--- src/rtl/cfs_pkg.sv ---
// Shared types, constants and the code table of the charger flag status block.
`timescale 1ns / 1ps

package cfs_pkg;

   localparam int ElapsedWidth = 16;
   localparam int FreqWidth    = 8;
   localparam int StatusWidth  = 4;
   localparam int NumerWidth   = 10;
   localparam int DivSteps     = NumerWidth;
   localparam int StepCntWidth = $clog2(DivSteps);
   localparam int CodeCount    = 7;

   localparam logic [ElapsedWidth-1:0] ElapsedMax   = '1;
   localparam logic [ElapsedWidth-1:0] SilentReset  = 16'(250 * 10);
   localparam logic [NumerWidth-1:0]   FreqNumer    = 10'd1000;
   localparam logic [FreqWidth-1:0]    FreqMax      = '1;

   typedef enum logic [StatusWidth-1:0] {
      STATUS_NO_INPUT    = 4'd0,
      STATUS_VALID_INPUT = 4'd1,
      STATUS_END_CHARGE  = 4'd2,
      STATUS_CHARGING    = 4'd3,
      STATUS_OVERCHARGE  = 4'd4,
      STATUS_TIMEOUT     = 4'd5,
      STATUS_LOW_BATT    = 4'd6,
      STATUS_THERMAL     = 4'd7,
      STATUS_TEMP_FAULT  = 4'd8,
      STATUS_UNKNOWN     = 4'd9
   } cfs_status_type;

   typedef enum logic [1:0] {
      ST_IDLE,
      ST_DIVIDE,
      ST_EMIT
   } cfs_state_type;

   // divider handshake back to the controller
   typedef struct packed {
      logic                  done;
      logic [NumerWidth-1:0] quotient;
   } cfs_div_result_type;

   localparam logic [FreqWidth-1:0] CodeFreq [CodeCount] = '{
      8'd4, 8'd6, 8'd8, 8'd10, 8'd12, 8'd14, 8'd16
   };

   function automatic cfs_status_type status_of_freq(input logic [FreqWidth-1:0] freq);
      cfs_status_type res;
      res = STATUS_UNKNOWN;
      for (int i = 0; i < CodeCount; i++) begin
         if (freq == CodeFreq[i]) begin
            res = cfs_status_type'(StatusWidth'(int'(STATUS_END_CHARGE) + i));
         end
      end
      return res;
   endfunction

endpackage

--- src/rtl/cfs_channels.sv ---
// Channel interfaces: flag sample requests, status responses, config writes.
`timescale 1ns / 1ps

interface cfs_req_if;
   logic valid;
   logic ready;
   logic flag_level;
   modport source (output valid, output flag_level, input ready);
   modport sink   (input valid, input flag_level, output ready);
endinterface

interface cfs_rsp_if;
   logic                           valid;
   logic                           ready;
   logic [cfs_pkg::StatusWidth-1:0] status;
   logic [cfs_pkg::FreqWidth-1:0]   measured_freq;
   modport source (output valid, output status, output measured_freq, input ready);
   modport sink   (input valid, input status, input measured_freq, output ready);
endinterface

interface cfs_csr_if;
   logic                            valid;
   logic                            ready;
   logic [cfs_pkg::ElapsedWidth-1:0] data;
   modport source (output valid, output data, input ready);
   modport sink   (input valid, input data, output ready);
endinterface

--- src/rtl/cfs_divider.sv ---
// Bit-serial restoring divider: 1000 / divisor, one quotient bit per cycle.
`timescale 1ns / 1ps

module cfs_divider (
   input  logic                              clock,
   input  logic                              reset,
   input  logic                              start,
   input  logic [cfs_pkg::ElapsedWidth-1:0]  divisor,
   output cfs_pkg::cfs_div_result_type       result
);

   logic                               busy_ff, busy_in;
   logic                               done_ff, done_in;
   logic [cfs_pkg::StepCntWidth-1:0]   count_ff, count_in;
   logic [cfs_pkg::NumerWidth-1:0]     numer_ff, numer_in;
   logic [cfs_pkg::NumerWidth-1:0]     rem_ff, rem_in;
   logic [cfs_pkg::NumerWidth-1:0]     quot_ff, quot_in;
   logic [cfs_pkg::ElapsedWidth-1:0]   divisor_ff, divisor_in;

   logic [cfs_pkg::NumerWidth:0]       trial;
   logic                               fits;

   always_comb begin
      trial = {rem_ff, numer_ff[cfs_pkg::NumerWidth-1]};
      fits  = cfs_pkg::ElapsedWidth'(trial) >= divisor_ff;

      busy_in    = busy_ff;
      done_in    = 1'b0;
      count_in   = count_ff;
      numer_in   = numer_ff;
      rem_in     = rem_ff;
      quot_in    = quot_ff;
      divisor_in = divisor_ff;

      if (start) begin
         busy_in    = 1'b1;
         count_in   = '0;
         numer_in   = cfs_pkg::FreqNumer;
         rem_in     = '0;
         quot_in    = '0;
         divisor_in = divisor;
      end else if (busy_ff) begin
         numer_in = {numer_ff[cfs_pkg::NumerWidth-2:0], 1'b0};
         quot_in  = {quot_ff[cfs_pkg::NumerWidth-2:0], fits};
         // partial remainder never exceeds the numerator prefix
         rem_in   = fits ? cfs_pkg::NumerWidth'(trial - divisor_ff[cfs_pkg::NumerWidth:0])
                         : cfs_pkg::NumerWidth'(trial);
         count_in = count_ff + 1'b1;
         if (count_ff == cfs_pkg::StepCntWidth'(cfs_pkg::DivSteps - 1)) begin
            busy_in = 1'b0;
            done_in = 1'b1;
         end
      end
   end

   always_ff @(posedge clock) begin
      if (reset) begin
         busy_ff  <= 1'b0;
         done_ff  <= 1'b0;
         count_ff <= '0;
      end else begin
         busy_ff  <= busy_in;
         done_ff  <= done_in;
         count_ff <= count_in;
      end
      numer_ff   <= numer_in;
      rem_ff     <= rem_in;
      quot_ff    <= quot_in;
      divisor_ff <= divisor_in;
   end

   assign result.done     = done_ff;
   assign result.quotient = quot_ff;

`ifndef NO_ASSERTIONS
   a_done_ends_busy: assert property (@(posedge clock) disable iff (reset)
      done_ff |-> !busy_ff || $past(start))
      else $error("divider done while still iterating");
   a_start_sets_busy: assert property (@(posedge clock) disable iff (reset)
      start |=> busy_ff && !done_ff)
      else $error("divider did not begin after start");
   a_busy_not_start: assert property (@(posedge clock) disable iff (reset)
      busy_ff && !start |=> count_ff == $past(count_ff) + 1'b1 || !busy_ff)
      else $error("divider step count skipped");
`endif

endmodule

--- src/rtl/charger_flag_frequency_status_core.sv ---
// Top level: charger flag frequency measurement and status decode.
`timescale 1ns / 1ps
//
//  channel  dir  handshake     payload
//  req_if   in   valid/ready   flag_level (1)
//  rsp_if   out  valid/ready   status (4), measured_freq (8)
//  csr_if   in   valid/ready   data (16) -> max_silent_period
//
//  A request without a rising flag edge passes the accept and emit states.
//  A rising edge adds the bit-serial divider and its done register between
//  them; a new request is accepted only in the idle state.
//  Synchronous reset clears flag history, elapsed count, frequency and sets
//  max_silent_period to 2500. A stalled response holds in its register; the
//  next request is accepted meanwhile and waits in the emit state for the slot.

module charger_flag_frequency_status_core (
   input  logic          clock,
   input  logic          reset,
   cfs_req_if.sink       req_if,
   cfs_rsp_if.source     rsp_if,
   cfs_csr_if.sink       csr_if
);

   cfs_pkg::cfs_state_type               state_ff, state_in;
   logic                                 prev_ff, prev_in;
   logic                                 level_ff, level_in;
   logic [cfs_pkg::ElapsedWidth-1:0]     elapsed_ff, elapsed_in;
   logic [cfs_pkg::FreqWidth-1:0]        freq_ff, freq_in;
   logic [cfs_pkg::ElapsedWidth-1:0]     max_ff, max_in;
   logic                                 rsp_valid_ff, rsp_valid_in;
   logic [cfs_pkg::StatusWidth-1:0]      rsp_status_ff, rsp_status_in;
   logic [cfs_pkg::FreqWidth-1:0]        rsp_freq_ff, rsp_freq_in;

   logic                                 accept;
   logic                                 rise;
   logic                                 slot_free;
   logic                                 div_start;
   logic [cfs_pkg::ElapsedWidth-1:0]     elapsed_inc;
   cfs_pkg::cfs_status_type              status_now;
   cfs_pkg::cfs_div_result_type          div_res;

   cfs_divider u_divider (
      .clock   (clock),
      .reset   (reset),
      .start   (div_start),
      .divisor (elapsed_inc),
      .result  (div_res)
   );

   assign req_if.ready = (state_ff == cfs_pkg::ST_IDLE);
   assign csr_if.ready = 1'b1;
   assign accept       = req_if.valid && req_if.ready;
   assign rise         = !prev_ff && req_if.flag_level;
   assign slot_free    = !rsp_valid_ff || rsp_if.ready;
   assign div_start    = accept && rise;
   assign elapsed_inc  = (elapsed_ff == cfs_pkg::ElapsedMax) ? elapsed_ff
                                                             : elapsed_ff + 1'b1;

   always_comb begin
      if (elapsed_ff > max_ff) begin
         status_now = level_ff ? cfs_pkg::STATUS_NO_INPUT : cfs_pkg::STATUS_VALID_INPUT;
      end else begin
         status_now = cfs_pkg::status_of_freq(freq_ff);
      end
   end

   always_comb begin
      state_in      = state_ff;
      prev_in       = prev_ff;
      level_in      = level_ff;
      elapsed_in    = elapsed_ff;
      freq_in       = freq_ff;
      max_in        = max_ff;
      rsp_valid_in  = rsp_valid_ff && !rsp_if.ready;
      rsp_status_in = rsp_status_ff;
      rsp_freq_in   = rsp_freq_ff;

      if (csr_if.valid) begin
         max_in = csr_if.data;
      end

      case (state_ff)
         cfs_pkg::ST_IDLE: begin
            if (accept) begin
               prev_in  = req_if.flag_level;
               level_in = req_if.flag_level;
               if (rise) begin
                  elapsed_in = '0;
                  state_in   = cfs_pkg::ST_DIVIDE;
               end else begin
                  elapsed_in = elapsed_inc;
                  state_in   = cfs_pkg::ST_EMIT;
               end
            end
         end
         cfs_pkg::ST_DIVIDE: begin
            if (div_res.done) begin
               // quotients above 255 only come from periods under 4 ms
               freq_in  = (div_res.quotient[cfs_pkg::NumerWidth-1:cfs_pkg::FreqWidth] != '0)
                        ? cfs_pkg::FreqMax : div_res.quotient[cfs_pkg::FreqWidth-1:0];
               state_in = cfs_pkg::ST_EMIT;
            end
         end
         cfs_pkg::ST_EMIT: begin
            if (slot_free) begin
               rsp_valid_in  = 1'b1;
               rsp_status_in = status_now;
               rsp_freq_in   = freq_ff;
               state_in      = cfs_pkg::ST_IDLE;
            end
         end
         default: begin
            state_in = cfs_pkg::ST_IDLE;
         end
      endcase
   end

   always_ff @(posedge clock) begin
      if (reset) begin
         state_ff     <= cfs_pkg::ST_IDLE;
         prev_ff      <= 1'b0;
         level_ff     <= 1'b0;
         elapsed_ff   <= '0;
         freq_ff      <= '0;
         max_ff       <= cfs_pkg::SilentReset;
         rsp_valid_ff <= 1'b0;
      end else begin
         state_ff     <= state_in;
         prev_ff      <= prev_in;
         level_ff     <= level_in;
         elapsed_ff   <= elapsed_in;
         freq_ff      <= freq_in;
         max_ff       <= max_in;
         rsp_valid_ff <= rsp_valid_in;
      end
      rsp_status_ff <= rsp_status_in;
      rsp_freq_ff   <= rsp_freq_in;
   end

   assign rsp_if.valid         = rsp_valid_ff;
   assign rsp_if.status        = rsp_status_ff;
   assign rsp_if.measured_freq = rsp_freq_ff;

`ifndef NO_ASSERTIONS
   a_rise_divides: assert property (@(posedge clock) disable iff (reset)
      accept && rise |=> state_ff == cfs_pkg::ST_DIVIDE && elapsed_ff == '0)
      else $error("rising edge did not start a frequency measurement");
   a_done_in_divide: assert property (@(posedge clock) disable iff (reset)
      div_res.done |-> state_ff == cfs_pkg::ST_DIVIDE)
      else $error("divider result outside divide state");
   a_freq_only_from_div: assert property (@(posedge clock) disable iff (reset)
      !div_res.done |=> $stable(freq_ff))
      else $error("frequency changed without a divider result");
   a_elapsed_grows: assert property (@(posedge clock) disable iff (reset)
      accept && !rise |=> elapsed_ff >= $past(elapsed_ff))
      else $error("elapsed count dropped without an edge");
`endif

endmodule

--- src/flat_wrapper.sv ---
// flat-port wrapper written by rule: the top's interface ports become plain ports
module charger_flag_frequency_status_core_flat 
  (clock, reset, req_if_valid, req_if_flag_level, req_if_ready, rsp_if_valid, rsp_if_status, rsp_if_measured_freq, rsp_if_ready, csr_if_valid, csr_if_data, csr_if_ready);
  cfs_req_if req_if_i ();
  cfs_rsp_if rsp_if_i ();
  cfs_csr_if csr_if_i ();
  input  logic clock;
  input  logic reset;
  input wire logic [$bits(req_if_i.valid)-1:0] req_if_valid;
  input wire logic [$bits(req_if_i.flag_level)-1:0] req_if_flag_level;
  output wire logic [$bits(req_if_i.ready)-1:0] req_if_ready;
  output wire logic [$bits(rsp_if_i.valid)-1:0] rsp_if_valid;
  output wire logic [$bits(rsp_if_i.status)-1:0] rsp_if_status;
  output wire logic [$bits(rsp_if_i.measured_freq)-1:0] rsp_if_measured_freq;
  input wire logic [$bits(rsp_if_i.ready)-1:0] rsp_if_ready;
  input wire logic [$bits(csr_if_i.valid)-1:0] csr_if_valid;
  input wire logic [$bits(csr_if_i.data)-1:0] csr_if_data;
  output wire logic [$bits(csr_if_i.ready)-1:0] csr_if_ready;
  assign req_if_i.valid = req_if_valid;
  assign req_if_i.flag_level = req_if_flag_level;
  assign req_if_ready = req_if_i.ready;
  assign rsp_if_valid = rsp_if_i.valid;
  assign rsp_if_status = rsp_if_i.status;
  assign rsp_if_measured_freq = rsp_if_i.measured_freq;
  assign rsp_if_i.ready = rsp_if_ready;
  assign csr_if_i.valid = csr_if_valid;
  assign csr_if_i.data = csr_if_data;
  assign csr_if_ready = csr_if_i.ready;
  charger_flag_frequency_status_core u_core (.clock(clock), .reset(reset), .req_if(req_if_i), .rsp_if(rsp_if_i), .csr_if(csr_if_i));
endmodule
--- config.mk ---
export PLATFORM = sky130hd
export DESIGN_NAME = charger_flag_frequency_status_core_flat
export DESIGN_NICKNAME = d
export VERILOG_FILES = /design/src/rtl/cfs_pkg.sv /design/src/rtl/cfs_channels.sv /design/src/rtl/cfs_divider.sv /design/src/rtl/charger_flag_frequency_status_core.sv /design/src/flat_wrapper.sv
export SDC_FILE = /design/constraint.sdc
export NUM_CORES = 1
export LEC_CHECK = 0
export CAP_MARGIN = 30
export CORE_MARGIN = 5
export CORE_UTILIZATION = 52
export CTS_CLUSTER_SIZE = 40
export DETAILED_ROUTE_END_ITERATION = 8
export DONT_BUFFER_PORTS = 1
export MAX_ROUTING_LAYER = met4
export PLACE_DENSITY = 0.67
export SLEW_MARGIN = 10
export SYNTH_ARGS = -nofsm -noshare
export SYNTH_HDL_FRONTEND = slang
export SYNTH_HIERARCHICAL = 1
export SYNTH_SLANG_ARGS = --single-unit
--- constraint.sdc ---
create_clock -name clock -period 4.15 [get_ports clock]
set_input_delay 0.83 -clock clock [delete_from_list [all_inputs] [get_ports clock]]
set_output_delay 0.83 -clock clock [all_outputs]
set_load 0.02 [all_outputs]
# ---- Yosys cells after proc, flatten, opt, wreduce, memory -nomap -nowiden
# Cells that the tools add are included.
dict set report word_totals {
  ramBits 0
  mem_bits_ro 0
  latchBits 0
  mem_count 0
  output_inout_bits 15
  inputBits 22
  ff_bits 105
}
dict set report op_classes {
  n_eq_ne 14
  n_bitwise 1
  n_addsub 3
  n_reduce_logical 16
  muxes 24
  n_mul 0
  magnitude_cmp 2
  div_mod_pow 0
  shifts 0
}
# cell n
set op_table {}
lappend op_table {{equality test 8 x 4 -> 1 bit, second input constant} 4}
lappend op_table {{2-to-1 mux 16 bit} 2}
lappend op_table {{2-to-1 mux 4 bit} 8}
lappend op_table {{adder 16 x 1 -> 16 bit, second input constant} 1}
lappend op_table {{equality test 16 bit, second input constant} 1}
lappend op_table {{equality test 8 x 3 -> 1 bit, second input constant} 2}
lappend op_table {{greater-or-equal comparator 11 x 16 -> 1 bit} 1}
lappend op_table {{> comparator 16 bit} 1}
lappend op_table {{2-to-1 mux 10 bit} 1}
lappend op_table {{subtractor 10 bit} 1}
lappend op_table {{equality test 8 x 5 -> 1 bit, second input constant} 1}
lappend op_table {{2-to-1 mux 2 bit} 4}
lappend op_table {{2-to-1 mux 8 bit} 1}
lappend op_table {{2-to-1 mux 1 bit} 7}
lappend op_table {{case mux 2 bit (3 select lines)} 1}
lappend op_table {{AND reduction 2 bit} 3}
lappend op_table {{adder 4 x 1 -> 4 bit, second input constant} 1}
lappend op_table {{equality test 4 bit, second input constant} 1}
lappend op_table {{logical AND 1 bit} 4}
lappend op_table {{!= test 2 bit, second input constant} 2}
lappend op_table {{zero test 1 bit} 3}
lappend op_table {{AND reduction 3 bit} 1}
lappend op_table {{OR reduction 3 bit} 1}
lappend op_table {{equality test 2 x 1 -> 1 bit, second input constant} 1}
lappend op_table {{other kinds (7)} 7}

# ---- Longest topological paths before layout
dict set report depth {
  ltp_word 9
  mapped_depth 11
}

# ---- By module
# The synthesis kept the hierarchy.
# module n_inst seq_area_each_um2 area_per_inst_um2 cells_each
set modules_own_cells {}
lappend modules_own_cells {charger_flag_frequency_status_core 1 1241.2 3009.1 348}
lappend modules_own_cells {cfs_divider 1 1141.1 2309.7 225}

# ---- Least setup slack after synthesis
# No wires, ideal clock.
dict set report synth_timing {
  path_type {input to register}
  startpoint {input port req_if_valid}
  endpoint {register u_core/u_divider/rem_ff[2] (netlist bit)}
  arrival_time_ns 2.573
  slack_ns 1.462
  stages 7
  path_cell_list {nand2_1 > nor2_1 > inv_1 > and3_1 > o21ai_0 > o41ai_2 > a31o_1}
}
dict set report synth_via {
  elab_chain_len 2
}
# element line_no
set synth_lines {}
lappend synth_lines {{start: declaration} flat_wrapper.sv:9} ;# input wire logic [$bits(req_if_i.valid)-1:0] req_if_valid;
lappend synth_lines {{logical AND 1 bit} charger_flag_frequency_status_core.sv:52} ;# assign accept = req_if.valid && req_if.ready;
lappend synth_lines {{logical AND 1 bit} charger_flag_frequency_status_core.sv:55} ;# assign div_start = accept && rise;
lappend synth_lines {{named net u_core.div_start} charger_flag_frequency_status_core.sv:37} ;# logic div_start;
lappend synth_lines {{end signal: assignment} cfs_divider.sv:67} ;# rem_ff <= rem_in;
lappend synth_lines {{end: declaration} cfs_divider.sv:16} ;# logic [cfs_pkg::NumerWidth-1:0] rem_ff, rem_in;
# The timed path passes the listed nets, and every way through them passes these cells.
# A chain may end at the register's enable or synchronous reset.

# ---- Worst setup path after layout
dict set report layout_timing {
  startpoint {register u_core/u_divider/numer_ff[9] (netlist bit)}
  endpoint {register u_core/u_divider/rem_ff[8] (netlist bit)}
}
dict set report layout_via {
  elab_chain_len 2
  elab_cells_between_ends 3
  classes_between {add/sub: 1; order compare: 1; mux: 1}
}
# element line_no
set layout_lines {}
lappend layout_lines {{start: declaration} cfs_divider.sv:15} ;# logic [cfs_pkg::NumerWidth-1:0] numer_ff, numer_in;
lappend layout_lines {{start signal: assignment} cfs_divider.sv:66} ;# numer_ff <= numer_in;
lappend layout_lines {{greater-or-equal comparator 11 x 16 -> 1 bit or subtractor 10 bit (tied branches)} {cfs_divider.sv:25, cfs_divider.sv:46}}
lappend layout_lines {{2-to-1 mux 10 bit *} cfs_divider.sv:46} ;# rem_in = fits ? cfs_pkg::NumerWidth'(trial - divisor_ff[cfs_pkg::NumerWidth:0])
# Every way passes the cells marked *; elsewhere a longest branch is shown, timed or not.

==> impl_metrics.toml <==
[status]
status = "finished clean"

[floorplanning]
initial_utilization = 0.525
die_h_um = 111
core_area_um2 = 10100
ios = 37
fp.dieW_um = 111
design.die.area_um2 = 12400
row_count = 37

[clock_tree]
cts-buffers-inserted = 9
clk_pin_slew_ps = 120
ctsLongestPathBuffers = 2
post_cts_buffers = 0
cts.sinks = 105
cts_tree = "built"
cts_resized = 0
cts_root_buf = "clkbuf_8"
worst_skew_pair.late_latency_ps = 380
htree_levels = 3
hold_buffers = 0

[sta]
slew_headroom = 0.388
hold_ws_ps = 466
fin_ws_ps = 1580
hold_viol = 0
setup_viol = 0
fmax_mhz = 388
fin_crit_sh = 0.620
max_slew.worst_pin.slew_ps = 915
rsz0062_at_grt = "no"
timing.setup.tns_ps = 0
slew_violations = 0
fin_crit_ps = 2570
skew_ps = 19.6

[routing]
drtPass1Iterations = 5
drc = 0
routedWlPerCell_um = 15.6
avgViaCountPerCell = 5.57
drt_iter0_drc = 200
drt.antenna.violating_nets = 0
drt_wl_total_mm = 11.0
vias = 3902

[synthesis]
synth_cells = 573
synthFlopType = "dfxtp_1"
async_flop_share = 0
yosysUniqueCellTypes = 66
synth_top_area_share = 0.290
ys_warn_count = 6
seq_area_frac_synth = 0.448
synth-seq-cells = 105
synth_area_leaders = "dfxtp_1 29%, edfxtp_1 16%, ha_1 7.1%"
synth_edf_count = 28
syn-num-nets = 626
postSynthAreaPerCell_um2 = 9.28
syn_area_um2 = 5320
yosys.area.top_type = "dfxtp_1"

[finish]
nFillCells = 898
synthToLayoutAreaGrowth_pct = 5.53
finalNonFillerCells = 701
register_area_um2 = 2380
multi_input_area_um2 = 2660
utilization = 0.554
drive_gt1_frac = 0.0708
final_nets = 613
num_antenna_cells = 0

[setup_path]
timing.rr.start = "u_core/u_divider/numer_ff[9]"
rr_endpoint = "u_core/u_divider/rem_ff[8]"
arrival_ps = 2850
worstPathRequired_ps = 4430
cp-start-kind = "register"
critPathKind = "reg2reg"
reg2reg_depth = 10
cp-startpoint = "u_core/u_divider/numer_ff[9]"
reg2reg_slack_ps = 1580
cp_max_fo = 7
endpoint_kind = "register"

[place]
dp.cells = 683
port_buffers = 0
routabilityCongestion = 0.907
dp_hpwl_mm = 7.92
dp_slack_ps = 1510

[power]
p_per_area_nw_per_um2 = 400
peakVddDrop_mv = 0.164
p_leak_nw = 2.15

[hold_path]
hp-start = "u_core/freq_ff[0]"
hold_depth = 0
min_path_type = "reg2reg"
worstHoldEndpoint = "u_core/rsp_if.measured_freq[0]"

[global_routing]
grt_use_total = 0.184
grt_pass1_vias = 3809
grt_pass1_wl_mm = 18.5
grt_overflow_total = 0
grt_max_degree = 45
antenna_found_initial = 0

[job]
maxCapViolations = 0
==> layout by cell type (no fill, tap or decap), types with 4 or more instances in the layout <==
cell type	synthesis	routed
dfxtp_1	77	77
nor2_1	76	75
nand2_1	46	46
inv_1	39	39
a21oi_1	33	33
ha_1	30	30
mux2i_1	29	29
edfxtp_1	28	28
o21ai_0	22	22
xnor2_1	17	17
nor3_1	14	14
nand3_1	13	13
a211oi_1	12	12
nand4_1	10	10
clkbuf_8	0	9
o211ai_1	9	9
and3_1	5	5
or3_1	5	5
xor2_1	5	5
nand2b_1	5	5
nor2b_1	5	5
a21o_1	5	5
a31oi_1	4	4
==> worst max path at each step <==
stage,cells past startpoint,endpoint
after CTS,10,u_core/u_divider/rem_ff[5]
after floorplan,7,u_core/u_divider/rem_ff[2]
after detailed placement,5,u_core/elapsed_ff[15]
after global routing,10,u_core/u_divider/rem_ff[3]
final,10,u_core/u_divider/rem_ff[8]
after global placement,5,u_core/elapsed_ff[15]
==> state kept, by name (all words and copies together), names as in the netlist, 7 cells and up <==
register,flops
u_core/elapsed_ff,16
u_core/max_ff,16
u_core/u_divider/divisor_ff,16
u_core/u_divider/quot_ff,10
u_core/u_divider/rem_ff,10
u_core/freq_ff,8
u_core/rsp_if.measured_freq,8
u_core/u_divider/numer_ff,7
==> metal layers <==
metal  GRT usage  vias to the layer above  share of wire
li1            -                     2000              -
met1       0.231                     1834           0.47
met2       0.313                       57           0.50
met3      0.0251                       11          0.027
met4      0.0535                        0          0.011
met5           -                        -              0
==> through the flow <==
stage                     power, mW  cell area [um2]
after global placement         1.59             5370
after CTS                      2.27             5590
after floorplan                1.53             5320
after detailed placement       1.60             5370
after global routing           2.38             5610
final                          2.25             5610
==> layout make-up <==
| type | instances | area share |
|---|---|---|
| multi-input combinational | 401 | 0.474 |
| sequential | 105 | 0.424 |
| tap | 136 | 0.0303 |
| inverter | 39 | 0.0261 |
| clock buffer | 9 | 0.0221 |
| clock inverter | 7 | 0.0167 |
| timing repair buffer | 4 | 0.00669 |
==> synthesized netlist by cell type (all sizes together) (6+ instances only) <==
master  instances
a211oi         14
clkbuf          6
dfxtp          77
nor3           14
nand2          46
nor2           78
nand3          14
xnor2          17
a21oi          33
mux2i          29
nand4          10
inv            39
edfxtp         28
o211ai          9
o21ai          24
buf            22
ha             30
==> logic make-up (layout without fill, tap and decap cells) <==
| family | after synthesis | count (layout) | share of synthesized area |
|---|---|---|---|
| simple gates | 203 | 203 | 0.186 |
| other cells | 1 | 1 | 0.000705 |
| mux | 31 | 31 | 0.0588 |
| xor+xnor | 22 | 22 | 0.0362 |
| compound gates | 113 | 113 | 0.143 |
| fa+ha+maj | 31 | 31 | 0.0743 |
| buf+inv | 67 | 59 | 0.0536 |
| flops | 105 | 105 | 0.448 |
==> critical path: stages (launching register included) <==
cell,delay (ps)
dfxtp_1,320
inv_1,90
ha_1,170
inv_1,50
fa_1,410
a211oi_2,280
o21ai_1,130
a211oi_2,370
or2_1,340
nand2_1,90
a311oi_1,250
==> power breakdown <==
group / leakage, nW / internal [mW] / switching [mW]
logic: 1.15 / 0.179 / 0.235
clock network: 0.108 / 0.250 / 0.412
registers: 0.892 / 1.12 / 0.0524
Power figures use the tool's default switching activity.
